`config.mk`:
```
export PLATFORM = sky130hd
export DESIGN_NAME = brace_fold_range_finder_unit
export DESIGN_NICKNAME = d
export VERILOG_FILES = /design/src/hdl/bfr_pkg.sv /design/src/hdl/bfr_cell.sv /design/src/hdl/bfr_out_buf.sv /design/src/hdl/brace_fold_range_finder_unit.sv
export SDC_FILE = /design/constraint.sdc
export NUM_CORES = 2
export LEC_CHECK = 0
export ABC_AREA = 0
export BUFFER_PORTS_ARGS = -buffer_cell sky130_fd_sc_hd__buf_4
export CORE_UTILIZATION = 55
export CTS_BUF_LIST = sky130_fd_sc_hd__clkbuf_16
export DETAILED_ROUTE_END_ITERATION = 10
export PLACE_DENSITY = 0.73
export SYNTH_ARGS = -nofsm -noshare
export SYNTH_HDL_FRONTEND = slang
export SYNTH_SLANG_ARGS = --single-unit
```
`constraint.sdc`:
```
create_clock -name clk -period 82.8 [get_ports clk]
set_input_delay 4.14 -clock clk [delete_from_list [all_inputs] [get_ports clk]]
set_output_delay 4.14 -clock clk [all_outputs]
set_load 0.05 [all_outputs]
```
`src/hdl/bfr_pkg.sv`:
```
// Shared types and constants for the brace fold range finder.
// No dependencies; imported by every module of the block and by its checker.
`timescale 1ns / 1ps
`default_nettype none

package bfr_pkg;

  localparam int CHAR_W    = 8;
  localparam int OUT_W     = 20;
  localparam int DEPTH_W   = 16;
  localparam int MAXR_W    = 13;
  localparam int APB_DW    = 32;
  localparam int APB_AW    = 3;

  localparam logic [MAXR_W-1:0]  MAXR_RESET = 13'd512;
  localparam logic [DEPTH_W-1:0] DEPTH_MAX  = 16'hFFFF;

  localparam logic [CHAR_W-1:0] CH_OPEN    = 8'h7B;
  localparam logic [CHAR_W-1:0] CH_CLOSE   = 8'h7D;
  localparam logic [CHAR_W-1:0] CH_NEWLINE = 8'h0A;

  // Register index, taken from paddr[2].
  localparam logic REG_MAX_RANGES = 1'b0;

  // Stack shift command, common to every cell of the chain.
  typedef struct packed {
    logic push;
    logic pop;
  } bfr_shift_t;

  // One result; start_line lands in the low bits of tdata.
  typedef struct packed {
    logic [OUT_W-1:0] end_line;
    logic [OUT_W-1:0] start_line;
  } bfr_range_t;

  localparam int RANGE_W = $bits(bfr_range_t);

endpackage

`default_nettype wire

```
`src/hdl/bfr_cell.sv`:
```
// One entry of the shifting brace stack.
// Depends on bfr_pkg (shift command type).
`timescale 1ns / 1ps
`default_nettype none

module bfr_cell
  import bfr_pkg::*;
#(
  parameter int LINE_WIDTH = 20
) (
  input  wire logic                  clk,
  input  wire bfr_shift_t            shift,
  input  wire logic [LINE_WIDTH-1:0] from_above,
  input  wire logic [LINE_WIDTH-1:0] from_below,
  output logic      [LINE_WIDTH-1:0] entry
);

  // Push moves every entry one place deeper, pop one place up.
  always_ff @(posedge clk) begin
    if (shift.push) begin
      entry <= from_above;
    end else if (shift.pop) begin
      entry <= from_below;
    end
  end

endmodule

`default_nettype wire

```
`src/hdl/bfr_out_buf.sv`:
```
// Output register plus skid stage for the result stream.
// Depends on bfr_pkg (result type).
`timescale 1ns / 1ps
`default_nettype none

module bfr_out_buf
  import bfr_pkg::*;
(
  input  wire logic       clk,
  input  wire logic       rst,
  input  wire logic       res_valid,
  input  wire bfr_range_t res_data,
  output logic            room,
  output logic            m_tvalid,
  input  wire logic       m_tready,
  output bfr_range_t      m_tdata
);

  logic       skid_valid;
  bfr_range_t skid_data;
  logic       drain;

  assign drain = m_tvalid & m_tready;
  assign room  = ~skid_valid;

  always_ff @(posedge clk) begin
    if (rst) begin
      m_tvalid   <= 1'b0;
      skid_valid <= 1'b0;
    end else if (skid_valid) begin
      // No new results arrive while the skid stage is full.
      if (drain) begin
        m_tvalid   <= 1'b1;
        skid_valid <= 1'b0;
      end
    end else if (!m_tvalid || drain) begin
      m_tvalid <= res_valid;
    end else if (res_valid) begin
      skid_valid <= 1'b1;
    end
  end

  always_ff @(posedge clk) begin
    if (skid_valid) begin
      if (drain) begin
        m_tdata <= skid_data;
      end
    end else if (!m_tvalid || drain) begin
      m_tdata <= res_data;
    end else if (res_valid) begin
      skid_data <= res_data;
    end
  end

endmodule

`default_nettype wire

```
`src/hdl/brace_fold_range_finder_unit.sv`:
```
// Brace fold range finder: takes one text byte per transfer and one transfer per
// clock while s_tready is high, and reports (start_line, end_line) for every brace
// block within the stack depth that spans two lines or more, up to max_ranges per
// document. Each accepted byte updates the line, depth and emitted counters and the
// brace stack in that same cycle; a result is registered in the output buffer
// before it shows on m_tvalid. The stack is a chain of STACK_DEPTH cells that all
// shift one place per push or pop, so the top of the stack always sits in the
// first cell and no memory port limits the rate. An output register plus a skid
// stage let s_tready stay high while one result waits; s_tready drops only when two
// results are pending. Stack contents need no clearing after reset or doc_start:
// an entry is read only after a push in the same document wrote it.
// Depends on bfr_pkg, bfr_cell and bfr_out_buf.
`timescale 1ns / 1ps
`default_nettype none

module brace_fold_range_finder_unit
  import bfr_pkg::*;
#(
  parameter int STACK_DEPTH = 64,
  parameter int LINE_WIDTH  = 20
) (
  input  wire logic                clk,
  input  wire logic                rst,
  // stream in
  input  wire logic                s_tvalid,
  output logic                     s_tready,
  input  wire logic [7:0]          s_tdata,   // [7:0] char_code
  input  wire logic [1:0]          s_tuser,   // [0] in_literal, [1] doc_start
  // stream out
  output logic                     m_tvalid,
  input  wire logic                m_tready,
  output logic [39:0]              m_tdata,   // [19:0] start_line, [39:20] end_line
  // configuration
  input  wire logic                psel,
  input  wire logic                penable,
  input  wire logic                pwrite,
  input  wire logic [APB_AW-1:0]   paddr,
  input  wire logic [APB_DW-1:0]   pwdata,
  output logic [APB_DW-1:0]        prdata,
  output logic                     pready
);

  localparam logic [LINE_WIDTH-1:0] LINE_MAX   = {LINE_WIDTH{1'b1}};
  localparam logic [DEPTH_W-1:0]    STACK_SIZE = DEPTH_W'(STACK_DEPTH);

  // Configuration register
  logic [MAXR_W-1:0] max_ranges;
  logic              cfg_write;

  assign pready    = 1'b1;
  assign cfg_write = psel & penable & pwrite & pready & (paddr[2] == REG_MAX_RANGES);

  always_ff @(posedge clk) begin
    if (rst) begin
      max_ranges <= MAXR_RESET;
    end else if (cfg_write) begin
      max_ranges <= pwdata[MAXR_W-1:0];
    end
  end

  always_comb begin
    prdata = '0;
    if (paddr[2] == REG_MAX_RANGES) begin
      prdata = {{(APB_DW-MAXR_W){1'b0}}, max_ranges};
    end
  end

  // Input decode
  logic              accept;
  logic [CHAR_W-1:0] char_code;
  logic              in_literal;
  logic              doc_start;
  logic              room;

  assign s_tready   = room;
  assign accept     = s_tvalid & s_tready;
  assign char_code  = s_tdata;
  assign in_literal = s_tuser[0];
  assign doc_start  = s_tuser[1];

  // Counters
  logic [LINE_WIDTH-1:0] line_count, line_next, eff_line;
  logic [DEPTH_W-1:0]    open_depth, depth_next, eff_depth;
  logic [MAXR_W-1:0]     emitted_count, emitted_next, eff_emitted;

  logic [LINE_WIDTH-1:0] stack_q [STACK_DEPTH];
  logic [LINE_WIDTH-1:0] top_line;
  bfr_shift_t            shift;
  logic                  res_valid;
  bfr_range_t            res_data;

  // Zero-extend or truncate a stack/line value to the output field width.
  logic [OUT_W+LINE_WIDTH-1:0] start_ext, end_ext;

  assign top_line = stack_q[0];

  always_comb begin
    // doc_start clears the counters before this byte is processed
    eff_line    = doc_start ? '0 : line_count;
    eff_depth   = doc_start ? '0 : open_depth;
    eff_emitted = doc_start ? '0 : emitted_count;

    line_next    = eff_line;
    depth_next   = eff_depth;
    emitted_next = eff_emitted;
    shift        = '0;
    res_valid    = 1'b0;

    if (char_code == CH_NEWLINE) begin
      // Count every newline, literal or not; hold at the top value.
      if (eff_line != LINE_MAX) begin
        line_next = eff_line + 1'b1;
      end
    end else if (!in_literal) begin
      if (char_code == CH_OPEN) begin
        // Store only while the chain has room; deeper opens are just counted.
        shift.push = (eff_depth < STACK_SIZE);
        if (eff_depth != DEPTH_MAX) begin
          depth_next = eff_depth + 1'b1;
        end
      end else if (char_code == CH_CLOSE && eff_depth != '0) begin
        depth_next = eff_depth - 1'b1;
        // The popped level was stored only if it lies inside the chain.
        shift.pop  = (eff_depth <= STACK_SIZE);
        if (shift.pop && (top_line < eff_line) && (eff_emitted < max_ranges)) begin
          res_valid    = 1'b1;
          emitted_next = eff_emitted + 1'b1;
        end
      end
    end

    if (!accept) begin
      shift     = '0;
      res_valid = 1'b0;
    end
  end

  always_comb begin
    start_ext           = {{OUT_W{1'b0}}, top_line};
    end_ext             = {{OUT_W{1'b0}}, eff_line};
    res_data.start_line = start_ext[OUT_W-1:0];
    res_data.end_line   = end_ext[OUT_W-1:0];
  end

  always_ff @(posedge clk) begin
    if (rst) begin
      line_count    <= '0;
      open_depth    <= '0;
      emitted_count <= '0;
    end else if (accept) begin
      line_count    <= line_next;
      open_depth    <= depth_next;
      emitted_count <= emitted_next;
    end
  end

  // Stack: chain of cells, top of stack in the first one. A push feeds the
  // current line into the first cell; a pop pulls each entry one place up.
  for (genvar i = 0; i < STACK_DEPTH; i++) begin : g_stack
    logic [LINE_WIDTH-1:0] from_above;
    logic [LINE_WIDTH-1:0] from_below;

    if (i == 0) begin : g_head
      assign from_above = eff_line;
    end else begin : g_link_up
      assign from_above = stack_q[i-1];
    end

    if (i == STACK_DEPTH - 1) begin : g_tail
      assign from_below = stack_q[i];
    end else begin : g_link_down
      assign from_below = stack_q[i+1];
    end

    bfr_cell #(
      .LINE_WIDTH (LINE_WIDTH)
    ) u_cell (
      .clk        (clk),
      .shift      (shift),
      .from_above (from_above),
      .from_below (from_below),
      .entry      (stack_q[i])
    );
  end

  // Result buffer: output register plus skid stage.
  bfr_range_t m_range;

  bfr_out_buf u_out_buf (
    .clk       (clk),
    .rst       (rst),
    .res_valid (res_valid),
    .res_data  (res_data),
    .room      (room),
    .m_tvalid  (m_tvalid),
    .m_tready  (m_tready),
    .m_tdata   (m_range)
  );

  assign m_tdata = m_range;

endmodule

`default_nettype wire

```
Yosys cells after proc, flatten, opt, wreduce, memory -nomap -nowiden
Cells that the tools add are included.

Register bits after elaboration: 1424. Input port bits: 52. Output and inout port bits: 75. Logic and storage cells: 270.

Add/subtract/negate cells: 4. Order comparisons: 4. Equal/unequal tests: 6. Multiplexer cells: 164. Bitwise gates (word level): 8. Reductions and logical operators: 10.

Operators by type and width (count): 20-bit 2-to-1 mux (129); 40-bit 2-to-1 mux (3); 16-bit 2-to-1 mux (6); 13-bit 2-to-1 mux (7); 20-bit by 1-bit adder with 20-bit output (second input constant) (1); 20-bit < comparator (1); 20-bit inequality test (second input constant) (1); 16-bit by 1-bit adder with 16-bit output (second input constant) (1); 8-bit by 7-bit == test with 1-bit output (second input constant) (2); 16-bit by 7-bit <= comparator with 1-bit output (second input constant) (1); 16-bit by 7-bit < comparator with 1-bit output (second input constant) (1); 1-bit 2-to-1 mux (16); 16-bit inequality test (second input constant) (1); 16-bit nonzero test (1); 16-bit by 1-bit subtractor with 16-bit output (second input constant) (1); 13-bit by 1-bit adder with 13-bit output (second input constant) (1); 13-bit < comparator (1); 8-bit by 4-bit == test with 1-bit output (second input constant) (1); 2-bit 2-to-1 mux (3); 1-bit AND (5); 2-bit nonzero test (2); 1-bit logical AND (3); 1-bit NOT (3); 3-bit AND reduction (1); 4 further kinds (4).

Depth between registers and ports, before layout
Depth in word-level cells: 13. Depth in mapped cells: 14. Gate-level depth less buffers: 9.

Cells and area by module
A second synthesis with hierarchy kept.

Cell total of the unflattened synthesis: 3525. Area, all modules: 67191.9 um^2.

Modules (own cells, without submodules): bfr_cell (instances 64, cells each 43, area each 925.9 um^2, seq. area each 600.6 um^2); brace_fold_range_finder_unit (instances 1, cells each 636, area each 4732.0 um^2, seq. area each 1241.2 um^2); bfr_out_buf (instances 1, cells each 137, area each 3203.1 um^2, seq. area each 2442.3 um^2).

Worst setup path after synthesis
Ideal clock, no wire load.

Path type: in2reg. From: input port s_tdata[0]. To: register g_stack[0].u_cell.entry[0], enable pin. Library setup time: 8629 ps. Data arrival time: 25819 ps. Required time: 74171 ps. Setup slack: 48352 ps. Cell stages on the path: 9. Path buffers: 4. Path through: nor4_2 > a21oi_2 > nand2_1 > or2_1 > buf_2 > buf_2 > buf_2 > buf_2 > nand2_1.

Word-level cells in the longest chain between the ends: 8. Elaborated cells between the ends (all ways): 11. Classes of those cells: 3 x eq/ne; 6 x mux; 2 x reduce/logical.

RTL lines: from (decl) (RTL line brace_fold_range_finder_unit.sv:27) `input wire logic [7:0] s_tdata,`; 8-bit by 7-bit == test with 1-bit output (RTL line brace_fold_range_finder_unit.sv:121) `end else if (char_code == CH_CLOSE && eff_depth != '0) begin`; 1-bit logical AND (RTL line brace_fold_range_finder_unit.sv:121); 1-bit 2-to-1 mux (RTL line brace_fold_range_finder_unit.sv:121); 1-bit 2-to-1 mux (RTL line brace_fold_range_finder_unit.sv:115) `if (char_code == CH_OPEN) begin`; 2-bit 2-to-1 mux (RTL line brace_fold_range_finder_unit.sv:114) `end else if (!in_literal) begin`; 2-bit 2-to-1 mux (*) (RTL line brace_fold_range_finder_unit.sv:109) `if (char_code == CH_NEWLINE) begin`; 2-bit 2-to-1 mux (*) (RTL line brace_fold_range_finder_unit.sv:132) `if (!accept) begin`; 2-bit nonzero test (no line) (*); to (signal assigned) (RTL line bfr_cell.sv:21) `entry <= from_above;`; to (signal assigned) (RTL line bfr_cell.sv:23) `entry <= from_below;`; to (decl) (RTL line bfr_cell.sv:15) `output logic [LINE_WIDTH-1:0] entry`.

Mark *: on every way between the ends. The rest lies on a longest branch, timed or not. A chain may end at the register's enable or synchronous reset.

Worst setup path in the final report
From: input port s_tdata[1]. To: register g_stack[53].u_cell.entry[6], enable pin.

Word-level cells in the longest chain between the ends: 8. Elaborated cells between the ends (all ways): 11. Classes of those cells: 3 x eq/ne; 6 x mux; 2 x reduce/logical.

RTL lines (RTL line): 8-bit by 7-bit == test with 1-bit output (brace_fold_range_finder_unit.sv:121); 1-bit logical AND (brace_fold_range_finder_unit.sv:121); 1-bit 2-to-1 mux (brace_fold_range_finder_unit.sv:121); 1-bit 2-to-1 mux (brace_fold_range_finder_unit.sv:115); 2-bit 2-to-1 mux (brace_fold_range_finder_unit.sv:114); 2-bit 2-to-1 mux (*) (brace_fold_range_finder_unit.sv:109); 2-bit 2-to-1 mux (*) (brace_fold_range_finder_unit.sv:132); 2-bit nonzero test (no line) (*); to (signal assigned) (bfr_cell.sv:21); to (signal assigned) (bfr_cell.sv:23); to (decl) (bfr_cell.sv:15).

Marks and branches as above.

==> impl_results.md <==
- Largest net degree at the start of global routing: 273
- Mapped Cells: 6183
- Syn avg cell area: 10.1 um2
- Max stage delay on crit path: 0.97 ns
- Ratio of cells with drive above 1 in the final layout: 0.0584
- Post-synth cell types: 83
- Synthesis warning total: 0
- Syn-to-layout area delta: 8.96%
- Initial DRC count: 3897
- Width of the die: 338 um
- # clock sinks: 1424
- Dpl hpwl: 57.7 mm
- Top cells by area, synth: edfxtp_1 (66%), nand2_1 (23%), dfxtp_1 (2.1%)
- Power per cell area: 20.8 nW/um2
- # rows: 123
- CP cell instances: buf_4, and4bb_1, a21oi_2, nand2_1, or2_4, nand2_4, buf_4, buf_4, buf_4, buf_4, buf_4
- Clk Latency, worst-skew pair: 0.76 ns
- Seq/Total Area, Yosys: 0.676
- Critical path launch point type: primary input
- Non-Filler Instances: 7745
- Clock buffer depth: 3
- Vias in the first global route: 37.4k
- Wire per inst: 13.5 um
- GRT Resource Usage Total: 0.181
- Gr ovfl total: 0
- Clock Pin Slew Worst Setup and Hold Paths: 0.06 ns
- Worst-path maximum fanout: 89
- DRC Markers: 0
- CTS resizes: 0
- Post-CTS Setup Bufs: 0
- Worst-Margin Slew: 1.33 ns
- Placed cell count: 7476
- First-pass GRT wire length: 178 mm
- Final Slew Violations: 0
- # IOs: 127
- Initial Utilization: 0.554
- CP endpoint kind: register
- Slew HR: 0.113
- Crit path required time: 83.14 ns
- Final Routed Wirelength: 104 mm
- Pleak: 23.4 nW
- H-tree depth: 4
- CP arrival: 11.22 ns
- Endpoints failing setup: 0
- Endpoints failing hold: 0
- Fmax: 0.0919 GHz
- Fin Setup TNS: 0 ns
- Sequential cell area: 42100 um2
- Number of synthesized flops with an enable pin: 1360
- Crit path max-delay family: buffers and inverters
- CTS tree: done
- Core area: 112000 um2
- CTS Buf Count: 148
- Die height: 338 um
- Largest area contributor in the synthesized netlist: edfxtp_1
- Most frequent CP cell: buf_4
- Most used DFF post-synth: edfxtp_1
- Number of routed nets with antenna violations: 0
- Port bufs: 85
- Synth top area share: 0.656
- Final Wtd Congestion: 0.820
- Root Driver: clkbuf_16
- CP Buf/Inv Count: 6
- Fillers: 9118
- Post-synth top cells: nand2_1 (3858), edfxtp_1 (1360), buf_2 (231), nor2_1 (67), dfxtp_1 (64)
- Status: complete, no violations
- CP max-delay cell: buf_4
- Top-count cell post-synth: nand2_1
- Hold Path Class: reg2reg
- Final min period: 10.88 ns
- Full die area: 115000 um2
- Via density per instance: 5.17
- Multi-input logic area: 18200 um2
- Max rail drop VDD: 0.0000211 V
- Nets@finish: 6213
- Setup Skew: 0.0291 ns
- Drt first pass iters: 6
- Tcrit/Tclk final: 0.131
- Post-synth ARST share: 0
- MaxCap Viol Count: 0
- Initial antenna violation count: 0
- # diodes: 0
- Syn Std Cell Area: 62300 um2
- RSZ-0062 raised after global routing: no
- CP Class: in2reg
- CTS Hold Bufs: 0
- DR vias: 40.1k
- Yosys reg bits: 1424
per-stage QoR:
stage                     instance area [um2]  total power [mW]  worst slack, ns  hold WS (ns)   util
final                                   67800              1.41            71.92         0.448  0.604
after global routing                    67800              1.45            71.36         0.452  0.604
after CTS                               67800              1.43            71.86         0.447  0.604
after detailed placement                63300             0.802            71.05         0.431  0.563
after global placement                  63300             0.802            71.11         0.429  0.563
after floorplan                         62300             0.801            48.35         0.426      -
sequential cells by signal (all words and copies together) (netlist names):
name	flops
u_out_buf.skid_valid	1
emitted_count	13
u_out_buf.m_tdata	40
u_out_buf.m_tvalid	1
line_count	20
u_out_buf.skid_data	40
max_ranges	13
g_stack.u_cell.entry	1280
open_depth	16
report_power, final:
part / leakage [nW] / internal, mW / switching (mW) / total (mW)
clock: 2.40 / 0.353 / 0.272 / 0.625
combinational: 12.6 / 0.00253 / 0.00687 / 0.00942
sequential: 8.43 / 0.777 / 0.000136 / 0.777
total: 23.4 / 1.13 / 0.279 / 1.41
cell type report:
type                            count  share of cell area
Sequential cell                  1424               0.621
Multi-Input combinational cell   4388               0.268
Clock buffer                      153              0.0564
Tap cell                         1500              0.0277
Timing Repair Buffer              120              0.0142
Clock inverter                    116              0.0105
Inverter                           44             0.00255
routing by layer:
metal | up-vias | global-route usage | wire length (um)
met3 | 171 | 0.0292 | 4350
met1 | 19000 | 0.265 | 49400
met5 | - | 0 | 0
met2 | 763 | 0.280 | 48500
met4 | 0 | 0.0551 | 2180
li1 | 20100 | - | -
layout by cell type (no fill, tap or decap), types with 6 or more instances in the layout:
master     netlist  routed
a21oi_1         55      55
a31oi_1         11      11
bufinv_16        0       6
inv_1           41      89
ha_1            35      35
mux2_2          22      22
clkbuf_16        0     153
and4_1           6       6
nor3_1          15      15
and2_1           6       6
conb_1           2      20
edfxtp_1      1360    1360
o21ai_0         53      52
a211oi_1         6       6
inv_6            0       8
xor2_1           8       8
buf_4           61     115
xnor2_1         11      11
clkinv_2         0      15
nor4_1          12      12
dfxtp_1         64      63
clkinv_1         0      31
or4_1            7       7
nand2_1       3858    3857
nand2b_1        25      25
nor2_1          67      67
nand3_1         21      21
o211ai_1         8       8
nand4_1         20      20
nor2b_1         18      18
final timing paths:
path | startpoint | to | slack (ns) | depth (start not counted)
worst min-delay path | g_stack[62].u_cell.entry[6] | g_stack[63].u_cell.entry[6] | 0.45 | 0
worst min register to register | g_stack[62].u_cell.entry[6] | g_stack[63].u_cell.entry[6] | 0.45 | 0
worst max-delay path | s_tdata[1] | g_stack[53].u_cell.entry[6] | 71.92 | 11
worst max register to register | open_depth[15] | g_stack[53].u_cell.entry[6] | 75.26 | 10
cells by family (layout without fill, tap and decap cells):
logic type / count (synthesis) / in the layout / synth area share
xor gates and xnor gates: 19 / 19 / 0.00267
other: 2 / 20 / 0.000121
buffers and inverters: 389 / 433 / 0.0333
and+or+nand+nor: 4099 / 4099 / 0.256
AOI/OAI and AO/OA: 185 / 185 / 0.0187
DFF: 1424 / 1424 / 0.676
adders and majority gates: 35 / 35 / 0.00703
muxes: 30 / 30 / 0.00553
(Power assumes the default switching activity.)
